### config.mk
export PLATFORM = sky130hd
export DESIGN_NAME = tcw_front
export DESIGN_NICKNAME = d
export VERILOG_FILES = /design/src/rtl/text_console_writer_defines.svh /design/src/rtl/tcw_pkg.sv /design/src/rtl/tcw_front.sv
export SDC_FILE = /design/constraint.sdc
export NUM_CORES = 1
export LEC_CHECK = 0
export BUFFER_PORTS_ARGS = -buffer_cell sky130_fd_sc_hd__buf_2
export CAP_MARGIN = 40
export CORE_ASPECT_RATIO = 0.9
export CORE_UTILIZATION = 43
export DETAILED_ROUTE_END_ITERATION = 8
export PLACE_DENSITY_LB_ADDON = 0.1
export RECOVER_POWER = 50
export REMOVE_ABC_BUFFERS = 1
export SYNTH_ARGS = -nofsm -noshare
export SYNTH_HDL_FRONTEND = slang
export SYNTH_SLANG_ARGS = --single-unit
### constraint.sdc
create_clock -name clk -period 3 [get_ports clk]
set_input_delay 0.75 -clock clk [delete_from_list [all_inputs] [get_ports clk]]
set_output_delay 0.75 -clock clk [all_outputs]
set_load 0.02 [all_outputs]
### src/rtl/text_console_writer_defines.svh
// Assertion macros for the text console RTL.
// No dependencies; included by tcw_back, the module that carries assertions.
`ifndef TEXT_CONSOLE_WRITER_DEFINES_SVH
`define TEXT_CONSOLE_WRITER_DEFINES_SVH

// Same-cycle implication, off while reset is asserted.
`define TCW_ASSERT_NOW(label, clk, rst_n, ante, cons, msg) \
    label: assert property (@(posedge clk) disable iff (!rst_n) (ante) |-> (cons)) \
        else $error(msg);

// Next-cycle implication, off while reset is asserted.
`define TCW_ASSERT_NEXT(label, clk, rst_n, ante, cons, msg) \
    label: assert property (@(posedge clk) disable iff (!rst_n) (ante) |=> (cons)) \
        else $error(msg);

`endif

### src/rtl/tcw_pkg.sv
// Shared types and constants for the text console writer.
// No dependencies; imported by every module of the block.
`timescale 1ns / 1ps

package tcw_pkg;

    localparam int COLUMNS_DEFAULT = 80;
    localparam int ROWS_DEFAULT    = 25;
    localparam int QUEUE_DEPTH     = 2;

    localparam int OP_W    = 2;
    localparam int CHAR_W  = 8;
    localparam int COLOR_W = 8;
    localparam int ROW_F_W = 5;
    localparam int COL_F_W = 7;
    localparam int CELL_W  = 16;

    localparam logic [OP_W-1:0] OP_PUT   = 2'd0;
    localparam logic [OP_W-1:0] OP_CLEAR = 2'd1;
    localparam logic [OP_W-1:0] OP_READ  = 2'd2;

    localparam logic [CHAR_W-1:0]  NEWLINE_CODE = 8'd10;
    localparam logic [CHAR_W-1:0]  SPACE_CODE   = 8'd32;
    localparam logic [COLOR_W-1:0] COLOR_RESET  = 8'd240;

    typedef logic [2:0] kind_t;

    localparam kind_t KIND_PUT     = 3'd0;
    localparam kind_t KIND_NEWLINE = 3'd1;
    localparam kind_t KIND_CLEAR   = 3'd2;
    localparam kind_t KIND_READ    = 3'd3;
    localparam kind_t KIND_NULL    = 3'd4;  // out-of-range read or unused opcode

    typedef struct packed {
        kind_t               kind;
        logic [CHAR_W-1:0]   char_code;
        logic [ROW_F_W-1:0]  row;
        logic [COL_F_W-1:0]  col;
    } cmd_t;

    typedef struct packed {
        logic [CELL_W-1:0]   cell_value;
        logic [COL_F_W-1:0]  cursor_col;
        logic [ROW_F_W-1:0]  cursor_row;
        logic                scrolled;
    } res_t;

endpackage

### src/rtl/tcw_front.sv
// Input stage: takes operations, range-checks reads and tags each command.
// Depends on tcw_pkg for command types and opcodes.
`timescale 1ns / 1ps

module tcw_front #(
    parameter int COLUMNS = tcw_pkg::COLUMNS_DEFAULT,
    parameter int ROWS    = tcw_pkg::ROWS_DEFAULT
) (
    input  logic                          clk,
    input  logic                          rst_n,
    input  logic                          push,
    output logic                          full,
    input  logic [tcw_pkg::OP_W-1:0]      operation,
    input  logic [tcw_pkg::CHAR_W-1:0]    char_code,
    input  logic [tcw_pkg::ROW_F_W-1:0]   read_row,
    input  logic [tcw_pkg::COL_F_W-1:0]   read_col,
    output tcw_pkg::cmd_t                 cmd,
    output logic                          cmd_valid,
    input  logic                          cmd_ready
);
    import tcw_pkg::*;

    cmd_t  cmd_reg;
    cmd_t  cmd_next;
    logic  valid_reg;
    logic  stage_ready;
    logic  in_range;

    assign stage_ready = !valid_reg || cmd_ready;
    assign full        = !stage_ready;
    assign cmd         = cmd_reg;
    assign cmd_valid   = valid_reg;

    assign in_range = ({27'd0, read_row} < 32'(ROWS)) && ({25'd0, read_col} < 32'(COLUMNS));

    always_comb
    begin
        cmd_next.char_code = char_code;
        cmd_next.row       = read_row;
        cmd_next.col       = read_col;
        unique case (operation)
            OP_PUT:
            begin
                cmd_next.kind = (char_code == NEWLINE_CODE) ? KIND_NEWLINE : KIND_PUT;
            end
            OP_CLEAR:
            begin
                cmd_next.kind = KIND_CLEAR;
            end
            OP_READ:
            begin
                cmd_next.kind = in_range ? KIND_READ : KIND_NULL;
            end
            default:
            begin
                cmd_next.kind = KIND_NULL;
            end
        endcase
    end

    always_ff @(posedge clk or negedge rst_n)
    begin
        if (!rst_n)
        begin
            valid_reg <= 1'b0;
        end
        else if (push && stage_ready)
        begin
            valid_reg <= 1'b1;
        end
        else if (cmd_ready)
        begin
            valid_reg <= 1'b0;
        end
    end

    always_ff @(posedge clk)
    begin
        if (push && stage_ready)
        begin
            cmd_reg <= cmd_next;
        end
    end

endmodule

==> results of run 1 <==
worst reg2reg max path, cell delays in order, from the launching register on:
cell and delay, ns:
dfrtp_1 0.40, nand2b_1 0.10, and2_0 0.13, clkbuf_1 0.84
cell usage in the layout (no fill, tap or decap):
cell | netlist | routed
nand4_1 | 1 | 1
nand2_1 | 1 | 1
o311ai_0 | 0 | 1
nand3_1 | 1 | 1
clkbuf_1 | 0 | 7
nor4b_1 | 2 | 2
buf_2 | 0 | 44
nor2_1 | 1 | 1
o21ai_0 | 2 | 2
dfrtp_1 | 1 | 1
edfxtp_1 | 23 | 23
clkbuf_8 | 0 | 1
and2_0 | 0 | 1
nand2b_1 | 2 | 2
a31oi_1 | 1 | 1
inv_1 | 3 | 3
clkbuf_4 | 0 | 3
power by group:
part	leakage (nW)	switching (W)	internal (W)	total, W
clock network	0.0210	0.0000867	0.0000739	0.000161
registers	0.231	0.00000344	0.000390	0.000393
logic	0.224	0.0000478	0.0000265	0.0000743
total	0.475	0.000138	0.000490	0.000628
through the flow:
stage	instances	setup WS (ns)
floorplan	40	1.14
global placement	115	1.06
detailed placement	115	1.05
CTS	119	1.05
global route	119	0.878
finish	119	1.01
logic make-up (layout without fill, tap and decap cells):
| family | count (synthesis) | count (layout) | share of synthesized area |
|---|---|---|---|
| flops | 24 | 24 | 0.879 |
| compound gates | 4 | 4 | 0.0399 |
| buf+inv | 3 | 58 | 0.0138 |
| simple gates | 9 | 9 | 0.0676 |
worst min-delay path by stage:
| stage | start | end | cells past startpoint |
|---|---|---|---|
| CTS | rst_n | cmd_valid | 1 |
| finish | rst_n | cmd_valid | 1 |
| detailed placement | cmd_valid | cmd_valid | 2 |
| floorplan | rst_n | cmd_valid | 0 |
| global route | rst_n | cmd_valid | 1 |
| global placement | cmd_valid | cmd_valid | 2 |
routing by layer:
metal | track usage | vias up
li1 | - | 267
met1 | 0.136 | 232
met2 | 0.211 | 24
met3 | 0.0426 | 0
met4 | 0.0556 | 0
met5 | 0 | -
area by class of cell:
type,count,share of cell area
clock buffers,4,0.0324
inverters,3,0.0101
multi-input cells,13,0.0715
flip-flops and latches,24,0.639
well taps,24,0.0268
repair buffers,51,0.220
==> flow_summary.ini, run 1 <==
[die]
ioPinCount = 51
dieArea_sq_mm = 0.00207
die_w_microns = 47.9
rows = 14
initial_core_util = 0.474
die_h_microns = 43.3
coreArea_sq_mm = 0.00172

[critical_path]
cp_data_arrival_time_ns = 1.92
cpPeakStageDelay_ns = 0.84
ff2ff_setup_slack_ns = 1.15
cp_num_buf_inv = 2
crit_path_end = cmd[12]
worstPathRequired_ns = 2.93
worstPathCellList = buf_2, nand2b_1, and2_0, clkbuf_1
worstReg2RegEnd = cmd[12]
cp-end-kind = flop
crit_family = buffers and inverters
path_class = in2reg
reg2reg_depth = 3
crit_start = cmd_ready
slowest_stage = clkbuf_1
cp_max_fo = 23
timing.rr.start = cmd_valid
cp-start-kind = primary input
cp_num_cells = 4

[sta]
max_freq_mhz = 502
rsz0062_at_grt = false
hold_viol = 0
setup-violations-final = 0
setup_tns_ns = 0
drv_slew = 0
worstMarginPinSlew_ns = 1.14
skew_ns = 0.00719
whs_ns = 0.194
relSlewSlack = 0.238
finalCritPeriodShare = 0.664
finalCriticalPeriod_ns = 1.99

[routing]
drt-total-wl_microns = 1240
ant_nets = 0
dr.max_layer_used = met3
first_pass_iters = 3
dr_wl_met2_microns = 656
post_drt_wl_per_cell_microns = 10.4
drc = 0
route.vias.total = 523
drt_iter0_drc = 7
wirelength_met1_microns = 487
viasPerCell = 4.39
wl_met3_microns = 99

[clock_tree]
cts-resized-gates = 0
cts_tree = done
cts_hold_buf = 0
htreeDepth = 1
clkSinkCount = 24
clk_path_buf_depth = 2
cts_made_buffers = 3
clock_latency_ns = 0.30
clk_pin_slew_ns = 0.12
post-cts-setup-buffers = 0
cts_root_buf = clkbuf_4

[synthesis]
yosysWarningCount = 0
synth_area_per_cell_sq_um = 20.4
yosys-top-cells-count = edfxtp_1 (23), inv_1 (3), nand2b_1 (2), nor4b_1 (2), o21ai_0 (2)
synth_cell_types = 13
synth_area_leaders = edfxtp_1 (85%), dfrtp_1 (3.1%), nor4b_1 (2.2%)
synth_flop_cell = edfxtp_1
yosysSeqAreaShare = 0.879
ys_ff_latch = 24
synth_async_sr_flop_share = 0.0417
syn_area_sq_um = 815
synth_most_common_cell = edfxtp_1
synth_top_area_frac = 0.848
synth_edf_count = 23
synth_top_area_cell = edfxtp_1
synth_cells = 40

[cells_and_area]
largest_reg_flops = 23
finalNetCount = 122
design_area_sq_mm = 0.00112
multiInputGateArea_sq_um = 80.1
synthToLayoutAreaGrowth_pct = 37.5
diodes = 0
drive_above_1_share = 0.505
register_area_sq_um = 716
fillCellCount = 154
post-route-util = 0.652

[pwr]
leakage_nw = 0.475
p_per_area_mw_per_mm2 = 561
design_power_total_w = 0.000628
vdd_drop_max_v = 0.000332

[run]
drv_cap = 0

[grt]
grt.overflow.total = 0
grt_pass1_wl_microns = 1710
grt_pass1_vias = 424
grt_use_total = 0.125
grt_max_degree = 24
antenna_found_initial = 0

[min_path]
hp-class = in2async

[placed_design]
gp_congestion = 0.750
dp_hpwl_microns = 992
placedInstanceArea_sq_mm = 0.00110
port_buffers = 50

[outcome]
run_status = finished clean
Note: power is estimated with default switching activity, not from simulation.
==> run 2: changes to the inputs <==
--- a/config.mk
+++ b/config.mk
@@ -8,7 +8,7 @@
 export BUFFER_PORTS_ARGS = -buffer_cell sky130_fd_sc_hd__buf_2
 export CAP_MARGIN = 40
 export CORE_ASPECT_RATIO = 0.9
-export CORE_UTILIZATION = 43
+export CORE_UTILIZATION = 36
 export DETAILED_ROUTE_END_ITERATION = 8
 export PLACE_DENSITY_LB_ADDON = 0.1
 export RECOVER_POWER = 50
==> constraint.sdc (replaced) <==
create_clock -name clk -period 1.7 [get_ports clk]
set_input_delay 0.425 -clock clk [delete_from_list [all_inputs] [get_ports clk]]
set_output_delay 0.425 -clock clk [all_outputs]
set_load 0.02 [all_outputs]
==> run 2 against run 1 <==
Global-route usage down 0.43 points. Worst setup slack worse by 0.77 ns. Clock power rose by 51%. Sequential share of layout area unchanged. Critical path type is now reg2reg. First-iteration DRC count shrank 14%. Largest cell class unchanged.
==> flow_summary.ini, run 2 (same netlist as run 1, synthesis figures left out) <==
[outcome]
run_status = finished clean

[placed_design]
port_buffers = 50
gp_congestion = 0.634
dp_hpwl_microns = 1140
dp_slack_ns = 0.384

[die]
rows = 15
die_h_microns = 47.1
die_w_microns = 52.1
coreArea_sq_mm = 0.00203
ioPinCount = 51
initial_core_util = 0.402
dieArea_sq_mm = 0.00246

[clock_tree]
cts_tree = done
cts_hold_buf = 1
cts-resized-gates = 0
clk_pin_slew_ns = 0.11
post-cts-setup-buffers = 0
cts_root_buf = clkbuf_4
htreeDepth = 1
clock_latency_ns = 0.30
clkSinkCount = 24
cts_made_buffers = 3
clk_path_buf_depth = 2

[sta]
setup_tns_ns = 0
drv_slew = 0
hold_viol = 0
setup-violations-final = 0
worstMarginPinSlew_ns = 0.538
finalCritPeriodShare = 0.860
finalCriticalPeriod_ns = 1.46
max_freq_mhz = 684
rsz0062_at_grt = false
relSlewSlack = 0.642
fin_ws_ns = 0.238
skew_ns = 0.00428

[cells_and_area]
layout_common_cells = buf_2 (42), edfxtp_1 (23), clkbuf_1 (9)
synthToLayoutAreaGrowth_pct = 37.5
largest_reg_flops = 23
final_common_cell = buf_2
diodes = 0
fillCellCount = 184
finalNetCount = 123
post-route-util = 0.552
register_area_sq_um = 716
drive_above_1_share = 0.479
multiInputGateArea_sq_um = 80.1

[critical_path]
cp-end-kind = flop
reg2reg_depth = 3
cp_max_fo = 23
cpPeakStageDelay_ns = 0.46
worstPathCellList = nand2b_1, and2_0, clkbuf_2
cp_num_buf_inv = 1
cp_num_cells = 3
crit_family = buffers and inverters
cp_data_arrival_time_ns = 1.42
worstPathRequired_ns = 1.65
path_class = reg2reg
cp-start-kind = flop
slowest_stage = clkbuf_2

[routing]
drc = 0
ant_nets = 0
drt-total-wl_microns = 1420
drt_iter0_drc = 6
viasPerCell = 4.45
first_pass_iters = 3
post_drt_wl_per_cell_microns = 11.8
route.vias.total = 539

[grt]
grt_use_total = 0.121
antenna_found_initial = 0
grt_max_degree = 24
grt_pass1_vias = 455
grt_pass1_wl_microns = 1970
grt.overflow.total = 0

[pwr]
p_per_area_mw_per_mm2 = 956
vdd_drop_max_v = 0.000630
leakage_nw = 0.471
design_power_total_w = 0.00107

[min_path]
hp-class = in2reg
min_path_cells = 1

[run]
drv_cap = 0
-- run 2: changes by cell type in the layout (fill, tap and decap cells not counted), sizes merged --
cell,before,now
buf,44,42
clkbuf,11,13
dlygate4sd3,0,1
-- run 2: worst paths after layout --
path / end / slack (ns) / from
min reg2reg: cmd_valid / 0.56 / cmd_valid
max in group asynchronous: cmd_valid / 1.21 / rst_n
min in group asynchronous: cmd_valid / 0.41 / rst_n
max reg2reg: cmd[14] / 0.24 / cmd_valid
max: cmd[14] / 0.24 / cmd_valid
min: cmd[1] / 0.29 / read_col[1]
-- run 2: stage by stage --
| stage | hold slack, ns | cell area (sq um) | cells |
|---|---|---|---|
| after floorplan | 0.129 | 815 | 40 |
| after global placement | 0.200 | 1120 | 116 |
| after detailed placement | 0.201 | 1120 | 116 |
| after CTS | 0.281 | 1150 | 121 |
| after global routing | 0.263 | 1120 | 121 |
| final | 0.289 | 1120 | 121 |
-- run 2: area by class of cell --
class                           instances  area share
Timing Repair Buffer                   52       0.228
Clock buffer                            4      0.0235
Multi-Input combinational cell         13      0.0715
Sequential cell                        24       0.639
Inverter                                3      0.0101
Tap cell                               25      0.0279
-- run 2: power breakdown --
part / switching (W) / internal [W]
Sequential: 0.00000737 / 0.000687
Combinational: 0.0000853 / 0.0000480
Clock: 0.000151 / 0.0000916
Total: 0.000244 / 0.000827
-- run 2: worst register-to-register path: cells and delay by family (launching register included) --
family	cells	cell delay [ns]
buffers and inverters	1	0.46
DFF	1	0.39
and+or+nand+nor	2	0.26
-- run 2: per-layer routing --
layer | GRT usage | vias up | part of all wire
met4 | 0.0158 | 0 | 0
met3 | 0.0680 | 0 | 0.093
li1 | - | 266 | -
met5 | 0 | - | 0
met2 | 0.218 | 28 | 0.52
met1 | 0.129 | 245 | 0.39
