--- src/rtl/text_console_writer_defines.svh ---
// Assertion macros for the text console RTL.
// No dependencies; included by tcw_back, the module that carries assertions.
`ifndef TEXT_CONSOLE_WRITER_DEFINES_SVH
`define TEXT_CONSOLE_WRITER_DEFINES_SVH

// Same-cycle implication, off while reset is asserted.
`define TCW_ASSERT_NOW(label, clk, rst_n, ante, cons, msg) \
    label: assert property (@(posedge clk) disable iff (!rst_n) (ante) |-> (cons)) \
        else $error(msg);

// Next-cycle implication, off while reset is asserted.
`define TCW_ASSERT_NEXT(label, clk, rst_n, ante, cons, msg) \
    label: assert property (@(posedge clk) disable iff (!rst_n) (ante) |=> (cons)) \
        else $error(msg);

`endif

--- src/rtl/tcw_pkg.sv ---
// Shared types and constants for the text console writer.
// No dependencies; imported by every module of the block.
`timescale 1ns / 1ps

package tcw_pkg;

    localparam int COLUMNS_DEFAULT = 80;
    localparam int ROWS_DEFAULT    = 25;
    localparam int QUEUE_DEPTH     = 2;

    localparam int OP_W    = 2;
    localparam int CHAR_W  = 8;
    localparam int COLOR_W = 8;
    localparam int ROW_F_W = 5;
    localparam int COL_F_W = 7;
    localparam int CELL_W  = 16;

    localparam logic [OP_W-1:0] OP_PUT   = 2'd0;
    localparam logic [OP_W-1:0] OP_CLEAR = 2'd1;
    localparam logic [OP_W-1:0] OP_READ  = 2'd2;

    localparam logic [CHAR_W-1:0]  NEWLINE_CODE = 8'd10;
    localparam logic [CHAR_W-1:0]  SPACE_CODE   = 8'd32;
    localparam logic [COLOR_W-1:0] COLOR_RESET  = 8'd240;

    typedef logic [2:0] kind_t;

    localparam kind_t KIND_PUT     = 3'd0;
    localparam kind_t KIND_NEWLINE = 3'd1;
    localparam kind_t KIND_CLEAR   = 3'd2;
    localparam kind_t KIND_READ    = 3'd3;
    localparam kind_t KIND_NULL    = 3'd4;  // out-of-range read or unused opcode

    typedef struct packed {
        kind_t               kind;
        logic [CHAR_W-1:0]   char_code;
        logic [ROW_F_W-1:0]  row;
        logic [COL_F_W-1:0]  col;
    } cmd_t;

    typedef struct packed {
        logic [CELL_W-1:0]   cell_value;
        logic [COL_F_W-1:0]  cursor_col;
        logic [ROW_F_W-1:0]  cursor_row;
        logic                scrolled;
    } res_t;

endpackage

--- src/rtl/tcw_fifo.sv ---
// Small synchronous queue used between front and back and on the result side.
// Depends on tcw_pkg for the default depth.
`timescale 1ns / 1ps

module tcw_fifo #(
    parameter int WIDTH = 8,
    parameter int DEPTH = tcw_pkg::QUEUE_DEPTH
) (
    input  logic             clk,
    input  logic             rst_n,
    input  logic             push,
    output logic             full,
    input  logic [WIDTH-1:0] data_in,
    input  logic             pop,
    output logic             valid,
    output logic [WIDTH-1:0] data_out
);
    import tcw_pkg::*;

    localparam int PTR_W = (DEPTH > 1) ? $clog2(DEPTH) : 1;
    localparam int CNT_W = $clog2(DEPTH + 1);

    logic [WIDTH-1:0] store [DEPTH];
    logic [PTR_W-1:0] wr_ptr_reg, wr_ptr_next;
    logic [PTR_W-1:0] rd_ptr_reg, rd_ptr_next;
    logic [CNT_W-1:0] count_reg, count_next;
    logic             do_push;
    logic             do_pop;

    assign full     = (count_reg == CNT_W'(DEPTH));
    assign valid    = (count_reg != '0);
    assign do_push  = push && !full;
    assign do_pop   = pop && valid;
    assign data_out = store[rd_ptr_reg];

    always_comb
    begin
        wr_ptr_next = wr_ptr_reg;
        rd_ptr_next = rd_ptr_reg;
        count_next  = count_reg;
        if (do_push)
        begin
            wr_ptr_next = (wr_ptr_reg == PTR_W'(DEPTH - 1)) ? '0 : wr_ptr_reg + 1'b1;
        end
        if (do_pop)
        begin
            rd_ptr_next = (rd_ptr_reg == PTR_W'(DEPTH - 1)) ? '0 : rd_ptr_reg + 1'b1;
        end
        if (do_push && !do_pop)
        begin
            count_next = count_reg + 1'b1;
        end
        else if (do_pop && !do_push)
        begin
            count_next = count_reg - 1'b1;
        end
    end

    always_ff @(posedge clk or negedge rst_n)
    begin
        if (!rst_n)
        begin
            wr_ptr_reg <= '0;
            rd_ptr_reg <= '0;
            count_reg  <= '0;
        end
        else
        begin
            wr_ptr_reg <= wr_ptr_next;
            rd_ptr_reg <= rd_ptr_next;
            count_reg  <= count_next;
        end
    end

    always_ff @(posedge clk)
    begin
        if (do_push)
        begin
            store[wr_ptr_reg] <= data_in;
        end
    end

endmodule

--- config.mk ---
export PLATFORM = sky130hd
export DESIGN_NAME = tcw_fifo
export DESIGN_NICKNAME = d
export VERILOG_FILES = /design/src/rtl/text_console_writer_defines.svh /design/src/rtl/tcw_pkg.sv /design/src/rtl/tcw_fifo.sv
export SDC_FILE = /design/constraint.sdc
export NUM_CORES = 1
export LEC_CHECK = 0
export ABC_AREA = 1
export BUFFER_PORTS_ARGS = -buffer_cell sky130_fd_sc_hd__buf_2
export CAP_MARGIN = 20
export CELL_PAD_IN_SITES_DETAIL_PLACEMENT = 1
export CELL_PAD_IN_SITES_GLOBAL_PLACEMENT = 2
export CORE_MARGIN = 2
export CORE_UTILIZATION = 31
export DETAILED_ROUTE_END_ITERATION = 12
export GPL_TIMING_DRIVEN = 0
export PLACE_DENSITY_LB_ADDON = 0.25
export SLEW_MARGIN = 0
export SYNTH_ARGS = -nofsm -noshare
export SYNTH_HDL_FRONTEND = slang
export SYNTH_SLANG_ARGS = --single-unit
--- constraint.sdc ---
create_clock -name clk -period 1.7 [get_ports clk]
set_input_delay 0.255 -clock clk [delete_from_list [all_inputs] [get_ports clk]]
set_output_delay 0.255 -clock clk [all_outputs]
set_load 0.02 [all_outputs]
==> qor.csv, run 1 <==
stage;metric;value;unit
min_path;Hold Crit Depth;1;
sta;final setup skew;0.000895;ns
die;die width;55.8;µm
detailed_routing;drt wl/cell;11.2;µm
cts;clock buffer count from CTS;3;
synth;top-count cell post-synth;nand2_1;
critical_path;critical path, cell by cell;buf_12 > inv_2 > nand2_1 > nand2_1 > buf_2;
cts;htree depth;1;
sta;unrepaired setup endpoints after global routing;false;
placement;port bufs;21;
pwr;worst IR drop on VDD;0.684;mV
synth;Post-synth EDFFs;16;
sta;TNS Setup;0;ns
cts;Clock Sinks;20;
cts;Clock Tree Root;clkbuf_4;
critical_path;CP max-delay cell;dfrtp_1;
global_route;initial antenna violation count;0;
final_layout;Final Cell Area;1020;µm²
sta;Min Clock Period, post-route;1.51;ns
synth;Post-synth ARST share;0.200;
die;DIE HEIGHT;55.8;µm
pwr;total power;1.79;mW
sta;Final Hold Vio Count;0;
cts;postcts setup bufs;0;
sta;final worst-path cycle share;0.891;
detailed_routing;number of remaining DRC errors;0;
pwr;P_leak;0.481;nW
global_route;largest net degree at the start of global routing;12;
sta;Setup violations, final;0;
synth;synthesized area;833;µm²
critical_path;Crit path depth;5;
final_layout;Core Util, Final;0.406;
placement;Detailed Place HPWL;1120;µm
synth;Synth area leaders;edfxtp_1 (58%), nand2_1 (14%), dfrtp_1 (12%);
die;I/O Pins;22;
final_layout;Layout area overhead;23.0;%
synth;Yosys cell types;15;
synth;Synth warnings;0;
critical_path;Worst setup EP type;output port;
final_layout;nets@finish;113;
outcome;status;completed;
synth;cell count after synthesis;73;
critical_path;startpoint types;register;
final_layout;Largest register FFs;16;
synth;top-area cell type share of the netlist area;0.577;
min_path;Hold Crit Class;in -> reg;
final_layout;Multi-input gate area;205;µm²
pwr;PwrDens;1740;nW/µm²
critical_path;crit path DAT;1.26;ns
final_layout;Fillers;292;
sta;Hold Slack;0.144;ns
final_layout;FF/Latch Area;581;µm²
detailed_routing;Vias;554;
placement;Setup WS pre-CTS;0.0236;ns
final_layout;Antenna Cells;0;
die;overall die area;3120;µm²
global_route;first-pass GRT wire length;2540;µm
synth;post-synthesis sequential element count;20;
final_layout;proportion of layout cells with a drive suffix above 1;0.343;
die;row count;18;
critical_path;Worst Setup Path Type;reg -> out;
die;Initial Utilization;0.330;
detailed_routing;Final ANT Viol Nets;0;
critical_path;CP max stage delay;0.41;ns
critical_path;reg2reg path depth;3;
global_route;number of global-route vias before repair;560;
detailed_routing;total wire length;1440;µm
global_route;total track usage;0.110;
global_route;gr ovfl total;0;
critical_path;crit path max fanout;10;
cts;CTS tree;built;
critical_path;Worst Path Buf+Inv;3;
placement;placed insts;124;
critical_path;Crit path max-delay family;buffers and inverters;
sta;worst slew pin tran;0.433;ns
sta;maximum clock frequency;0.660;GHz
cts;Clk Latency, worst-skew pair;0.29;ns
cts;Max clock buf depth;2;
detailed_routing;DR vias/cell;4.29;
sta;Slew Limit Headroom;0.711;
placement;Post-DP Area;976;µm²
critical_path;CP required;1.44;ns
synth;sequential fraction of the synthesis area;0.697;
cts;CTS clk-pin slew, worst paths;0.11;ns
die;core area;2520;µm²
synth;Mean Syn Cell Area;11.4;µm²
critical_path;Most common cell on crit path;nand2_1;
synth;top cells by instance count after synthesis;nand2_1 (32), edfxtp_1 (16), inv_1 (6);
detailed_routing;DR pass1 iterations;4;
sta;Final WS setup;0.186;ns
synth;cell taking the most area after synthesis;edfxtp_1;
final_layout;Post-Layout Cell Count;129;
flow_run;Max-Cap Viols;0;
detailed_routing;starting DRC count in detailed routing;8;
synth;Post-synth top flop;edfxtp_1;
sta;Slew Viols, Final;0;
synth;syn nets;86;
placement;GP Congestion;0.675;
==> worst reg2reg max path, stage by stage, from the launching register on <==
cell and delay, ns:
dfrtp_1 0.39, inv_1 0.14, o21ai_0 0.16, nor2_2 0.38
==> power by group <==
| group | internal, mW | leakage (nW) | switching, mW | total [mW] |
|---|---|---|---|---|
| Sequential | 0.681 | 0.197 | 0.0595 | 0.740 |
| Combinational | 0.272 | 0.263 | 0.508 | 0.780 |
| Clock | 0.130 | 0.0210 | 0.137 | 0.267 |
==> timing repair <==
item                       4_1_cts  5_1_grt
hold endpoints to repair         4        0
hold buffers                     1        0
resized for setup                0        1
setup endpoints to repair        0        8
==> final timing paths <==
kind,start,end,slack (ns)
setup / recovery,rd_ptr_reg,data_out[4],0.19
hold / removal,data_in[6],store[1][6],0.14
setup reg to reg,count_reg[1],store[1][7],0.29
hold reg to reg,count_reg[1],count_reg[1],0.49
max in group asynchronous,rst_n,count_reg[1],1.29
min in group asynchronous,rst_n,wr_ptr_reg,0.29
==> placed cells by master, fill, tap and decap left out, types with 2 or more instances in the layout <==
cell / synthesis / routed
inv_2: 2 / 2
nand3_1: 2 / 2
nor2_2: 1 / 2
nand2_1: 32 / 32
dfrtp_1: 4 / 4
buf_2: 0 / 21
nand2_2: 3 / 3
clkbuf_4: 0 / 3
edfxtp_1: 16 / 16
inv_1: 6 / 6
==> layer usage <==
| layer | part of all wire | GRT usage | vias to the layer above | wire (µm) |
|---|---|---|---|---|
| met2 | 0.51 | 0.179 | 12 | 739 |
| met4 | 0.0062 | 0.0612 | 0 | 9 |
| met3 | 0.046 | 0.0209 | 2 | 66 |
| li1 | - | - | 288 | - |
| met1 | 0.43 | 0.138 | 252 | 625 |
| met5 | 0 | 0 | - | 0 |
==> cell type report <==
class,count,share of cell area
Tap cell,30,0.0366
Inverter,8,0.0293
Timing Repair Buffer,22,0.112
Clock buffer,4,0.0354
Multi-Input combinational cell,44,0.200
Sequential cell,20,0.567
Buffer,1,0.0195
==> cells by family (layout without fill, tap and decap cells) <==
family,after synthesis,after routing,share of synthesized area
xor gates and xnor gates,1,1,0.0105
and+or+nand+nor,41,41,0.212
AOI/OAI and AO/OA,1,1,0.00600
buffers and inverters,9,35,0.0601
adders and majority gates,1,1,0.0150
DFF,20,20,0.697
Note: power is estimated with default switching activity, not from simulation.
==> inputs of run 2 (changes only) <==
--- a/config.mk
+++ b/config.mk
@@ -11,7 +11,7 @@
 export CELL_PAD_IN_SITES_DETAIL_PLACEMENT = 1
 export CELL_PAD_IN_SITES_GLOBAL_PLACEMENT = 2
 export CORE_MARGIN = 2
-export CORE_UTILIZATION = 31
+export CORE_UTILIZATION = 28
 export DETAILED_ROUTE_END_ITERATION = 12
 export GPL_TIMING_DRIVEN = 0
 export PLACE_DENSITY_LB_ADDON = 0.25
==> constraint.sdc (replaced) <==
create_clock -name clk -period 1.3 [get_ports clk]
set_input_delay 0.195 -clock clk [delete_from_list [all_inputs] [get_ports clk]]
set_output_delay 0.195 -clock clk [all_outputs]
set_load 0.02 [all_outputs]
==> run 2 against run 1 <==
Compared with the run above:
- the run now ends with setup timing left
- worst hold slack worse by 0.049 ns
- largest cell class unchanged
- clock-buffer cell count stayed put
- sequential share of layout area is 6.9 points lower
- routed wire length is 9.2% higher
- core utilization is 1.4 points higher
- global-route usage hardly changed
==> qor.csv, run 2 (synthesis gave the netlist of run 1 again) <==
stage;metric;value;unit
outcome;status;finished, violations left;
outcome;failing checks;setup timing;
detailed_routing;starting DRC count in detailed routing;3;
final_layout;most frequent cells in the layout;nand2_1 (32), edfxtp_1 (16), buf_2 (11);
final_layout;commonest non-fill, non-tap cell in the layout;nand2_1;
detailed_routing;drt wl/cell;11.8;µm
final_layout;Largest register FFs;16;
cts;Clock Sinks;20;
final_layout;Final Cell Area;1170;µm²
placement;port bufs;21;
placement;GP Congestion;0.684;
critical_path;Worst Setup Path Type;reg -> out;
die;overall die area;3430;µm²
sta;final worst-path cycle share;1.03;
critical_path;flop2flop setup slack;0.04;ns
final_layout;Layout area overhead;40.4;%
final_layout;nets@finish;116;
sta;Final Hold Vio Count;0;
cts;CTS clk-pin slew, worst paths;0.10;ns
sta;Final WS setup;-0.0405;ns
detailed_routing;Vias;576;
pwr;PwrDens;2380;nW/µm²
placement;Detailed Place HPWL;1180;µm
critical_path;crit path max fanout;10;
sta;Min Clock Period, post-route;1.34;ns
critical_path;reg2reg path depth;5;
global_route;largest net degree at the start of global routing;12;
die;die width;58.6;µm
cts;CTS tree;built;
cts;clock buffer count from CTS;3;
sta;TNS Setup;-0.227;ns
critical_path;reg-to-reg critical path startpoint;count_reg[1];
critical_path;CP required;1.11;ns
sta;maximum clock frequency;0.746;GHz
detailed_routing;total wire length;1570;µm
final_layout;proportion of layout cells with a drive suffix above 1;0.422;
detailed_routing;DR pass1 iterations;2;
cts;htree depth;1;
critical_path;R2R Path End;store[0][3];
detailed_routing;Final ANT Viol Nets;0;
placement;placed insts;125;
detailed_routing;number of remaining DRC errors;0;
sta;final setup skew;0.00343;ns
pwr;worst IR drop on VDD;1.54;mV
pwr;total power;2.78;mW
cts;Clock Tree Root;clkbuf_4;
cts;Max clock buf depth;2;
pwr;Clk pwr share;0.121;
die;core area;2780;µm²
pwr;sw frac;0.379;
flow_run;Max-Cap Viols;0;
die;Initial Utilization;0.300;
pwr;P_leak;0.519;nW
cts;Clk Latency, worst-skew pair;0.28;ns
sta;Setup violations, final;8;
global_route;first-pass GRT wire length;2730;µm
pwr;cell-internal power;1.73;mW
sta;unrepaired setup endpoints after global routing;true;
die;row count;19;
min_path;Worst Hold Launch;data_in[6];
die;I/O Pins;22;
global_route;number of global-route vias before repair;611;
pwr;Comb pwr share;0.527;
final_layout;Antenna Cells;0;
sta;Slew Viols, Final;0;
die;DIE HEIGHT;58.6;µm
final_layout;Post-Layout Cell Count;133;
detailed_routing;DR vias/cell;4.33;
critical_path;Worst setup EP type;output port;
pwr;Reg power frac;0.351;
min_path;Hold Crit Depth;1;
global_route;gr ovfl total;0;
sta;worst slew pin tran;0.217;ns
critical_path;crit path DAT;1.15;ns
global_route;initial antenna violation count;0;
global_route;total track usage;0.110;
pwr;P_sw;1.05;mW
min_path;Hold Crit Class;in -> reg;
min_path;hold path endpoint;store[0][6];
sta;Slew Limit Headroom;0.854;
critical_path;startpoint types;register;
placement;Post-DP Area;985;µm²
sta;Hold Slack;0.0948;ns
[run 2: worst max path at each step]
stage	start	to	slack [ns]	cells past startpoint
after CTS	rd_ptr_reg	data_out[5]	-0.09	5
after floorplan	count_reg[0]	count_reg[1]	-0.05	8
final	rd_ptr_reg	data_out[5]	-0.04	5
after detailed placement	count_reg[1]	store[1][7]	-0.15	3
after global routing	rd_ptr_reg	data_out[4]	-0.14	5
after global placement	count_reg[1]	store[1][2]	-0.18	3
[run 2: final cells by class]
type                       count  area, µm²
fill                         306       1610
sequential                    20        582
multi-input combinational     44        238
timing repair buffer          25        209
inverter                       8       46.3
tap                           31       38.8
clock buffer                   4       36.3
buffer                         1       20.0
[run 2: repair_timing]
| item | in CTS | in global routing |
|---|---|---|
| setup buffers | 2 | 1 |
| gates resized for setup | 23 | 9 |
| hold buffers | 1 | 0 |
| endpoints found under the hold margin | 4 | 0 |
| pin swaps | 1 | 3 |
| setup endpoints to repair | 27 | 27 |
[run 2: through the flow]
stage	worst slack (ns)	utilization
after floorplan	-0.0522	-
after global placement	-0.181	0.354
after detailed placement	-0.145	0.354
after CTS	-0.0933	0.408
after global routing	-0.138	0.421
final	-0.0405	0.421
[run 2: per-layer routing]
layer,track usage,vias to the layer above,share of wire
met5,0,-,0
met4,0.0498,0,0.023
met3,0.0264,2,0.027
met2,0.185,12,0.54
met1,0.133,268,0.41
li1,-,294,-
[run 2: power by group through the flow]
| stage | Clock, mW | Sequential (mW) | Combinational [mW] |
|---|---|---|---|
| after global routing | 0.384 | 0.998 | 1.62 |
| after detailed placement | 0 | 0.993 | 1.07 |
| after CTS | 0.360 | 0.980 | 1.38 |
| after floorplan | 0 | 0.973 | 0.763 |
| final | 0.337 | 0.976 | 1.47 |
| after global placement | 0 | 0.984 | 1.05 |
[run 2: worst max-delay path, stage by stage (launching register included)]
cell and delay [ns]:
dfrtp_1 0.41, buf_12 0.15, clkinv_8 0.06, nand2_1 0.05, nand2_1 0.07, buf_6 0.12
==> inputs of run 3 (changes only) <==
--- a/config.mk
+++ b/config.mk
@@ -14,7 +14,7 @@
 export CORE_UTILIZATION = 28
 export DETAILED_ROUTE_END_ITERATION = 12
 export GPL_TIMING_DRIVEN = 0
-export PLACE_DENSITY_LB_ADDON = 0.25
+export PLACE_DENSITY = 0.74
 export SLEW_MARGIN = 0
 export SYNTH_ARGS = -nofsm -noshare
 export SYNTH_HDL_FRONTEND = slang
==> run 3 against run 2 <==
Compared with the run above:
- the run still ends with setup timing left
- core utilization up 0.90 points
- largest power group unchanged
- critical path type unchanged
- via count up 3.5%
- flip-flop and latch count unchanged
- fmax down 2.6%
- register-to-register slack worse by 0.04 ns
- routed wire length up 6.7%
==> qor.csv, run 3 (synthesis gave the netlist of run 1 again) <==
stage;metric;value;unit
outcome;status;finished, violations left;
outcome;failing checks;setup timing;
placement;GP Congestion;0.713;
die;row count;19;
die;core area;2780;µm²
final_layout;Largest register FFs;16;
detailed_routing;DR vias/cell;4.41;
final_layout;Fillers;300;
critical_path;Worst Path Buf+Inv;3;
critical_path;Worst setup EP type;output port;
critical_path;Crit path max-delay family;flip-flops;
pwr;cell-internal power;1.90;mW
cts;clock buffer count from CTS;3;
min_path;Hold Crit Class;in -> reg;
detailed_routing;total wire length;1680;µm
final_layout;Antenna Cells;0;
sta;Setup violations, final;9;
sta;final setup skew;0.00428;ns
die;overall die area;3430;µm²
sta;maximum clock frequency;0.727;GHz
critical_path;crit path max fanout;10;
sta;unrepaired setup endpoints after global routing;true;
final_layout;Multi-input gate area;241;µm²
cts;Clock Sinks;20;
sta;Slew Limit Headroom;0.821;
cts;CTS tree;built;
global_route;number of global-route vias before repair;604;
sta;Min Clock Period, post-route;1.38;ns
sta;Final WS setup;-0.0764;ns
final_layout;FF/Latch Area;582;µm²
cts;Max clock buf depth;2;
global_route;gr ovfl total;0;
critical_path;reg-to-reg critical path startpoint;count_reg[1];
pwr;sw frac;0.370;
critical_path;crit path DAT;1.18;ns
detailed_routing;starting DRC count in detailed routing;9;
pwr;Reg power frac;0.322;
pwr;P_sw;1.12;mW
detailed_routing;Final ANT Viol Nets;0;
sta;Final Hold Vio Count;0;
pwr;worst IR drop on VDD;1.03;mV
sta;final worst-path cycle share;1.06;
final_layout;Layout area overhead;43.4;%
critical_path;flop2flop setup slack;0;ns
final_layout;proportion of layout cells with a drive suffix above 1;0.471;
placement;port bufs;21;
pwr;total power;3.02;mW
cts;Clk Latency, worst-skew pair;0.30;ns
pwr;Clk pwr share;0.169;
die;I/O Pins;22;
sta;Slew Viols, Final;0;
flow_run;Max-Cap Viols;0;
sta;worst slew pin tran;0.268;ns
critical_path;Most common cell on crit path;nand2_1;
detailed_routing;number of remaining DRC errors;0;
critical_path;CP max-delay cell;dfrtp_1;
final_layout;nets@finish;118;
detailed_routing;DR pass1 iterations;2;
cts;Clock Tree Root;clkbuf_4;
die;die width;58.6;µm
pwr;Comb pwr share;0.509;
final_layout;most frequent cells in the layout;nand2_1 (30), edfxtp_1 (16), buf_2 (11);
critical_path;CP required;1.11;ns
critical_path;R2R Path End;count_reg[0];
detailed_routing;drt wl/cell;12.4;µm
min_path;hold path endpoint;store[1][6];
cts;htree depth;1;
critical_path;critical path, cell by cell;buf_12 > clkinv_8 > nand2_1 > nand2_1 > buf_6;
critical_path;CP max stage delay;0.41;ns
critical_path;Worst Setup Path Type;reg -> out;
placement;Detailed Place HPWL;1150;µm
global_route;first-pass GRT wire length;2630;µm
critical_path;reg2reg path depth;6;
global_route;initial antenna violation count;0;
final_layout;commonest non-fill, non-tap cell in the layout;nand2_1;
detailed_routing;Vias;596;
pwr;PwrDens;2530;nW/µm²
cts;CTS clk-pin slew, worst paths;0.12;ns
pwr;P_leak;0.527;nW
die;Initial Utilization;0.300;
sta;TNS Setup;-0.448;ns
global_route;largest net degree at the start of global routing;13;
min_path;Worst Hold Launch;data_in[6];
global_route;total track usage;0.108;
min_path;Hold Crit Depth;1;
critical_path;startpoint types;register;
die;DIE HEIGHT;58.6;µm
run 3: worst max-delay path by stage:
stage | from | endpoint | slack [ns] | cells after the start
global route | rd_ptr_reg | data_out[4] | -0.13 | 5
detailed placement | count_reg[1] | store[1][5] | -0.15 | 3
floorplan | count_reg[0] | count_reg[1] | -0.05 | 8
finish | rd_ptr_reg | data_out[4] | -0.08 | 5
CTS | rd_ptr_reg | data_out[4] | -0.1 | 5
global placement | count_reg[1] | store[1][5] | -0.15 | 3
run 3: layout make-up:
cell class,count,share of cell area
Buffer,1,0.0168
Clock buffer,3,0.0188
Tap cell,31,0.0325
Sequential cell,20,0.487
Inverter,8,0.0408
Multi-Input combinational cell,44,0.202
Timing Repair Buffer,27,0.177
Clock inverter,1,0.0251
run 3: power groups by stage:
stage	combinational (mW)	sequential, mW	clock [mW]
3_5_place_dp	1.06	0.990	0
4_1_cts	1.36	0.974	0.522
2_1_floorplan	0.763	0.973	0
5_1_grt	1.67	0.990	0.554
3_3_place_gp	1.04	0.983	0
6_report	1.54	0.973	0.509
run 3: routing by layer:
layer  wire length, µm  track usage
met1               651        0.117
met2               916        0.189
met3                77       0.0220
met4                34       0.0698
met5                 0            0
run 3: timing repair:
action	in CTS	in global routing
pin swaps	2	8
endpoints found under the setup margin	27	19
gates cloned	0	0
resized for setup	24	12
hold endpoints to repair	4	0
hold buffers	1	0
setup buffers	2	3
run 3: stage by stage:
stage	setup slack [ns]	cell area, µm²	utilization	hold WS, ns	cells
after floorplan	-0.0522	841	-	-0.101	73
after global placement	-0.148	985	0.354	0.0123	125
after detailed placement	-0.151	985	0.354	0.0159	125
after CTS	-0.0980	1130	0.406	0.0620	132
after global routing	-0.132	1190	0.430	0.0542	135
final	-0.0764	1190	0.430	0.0689	135
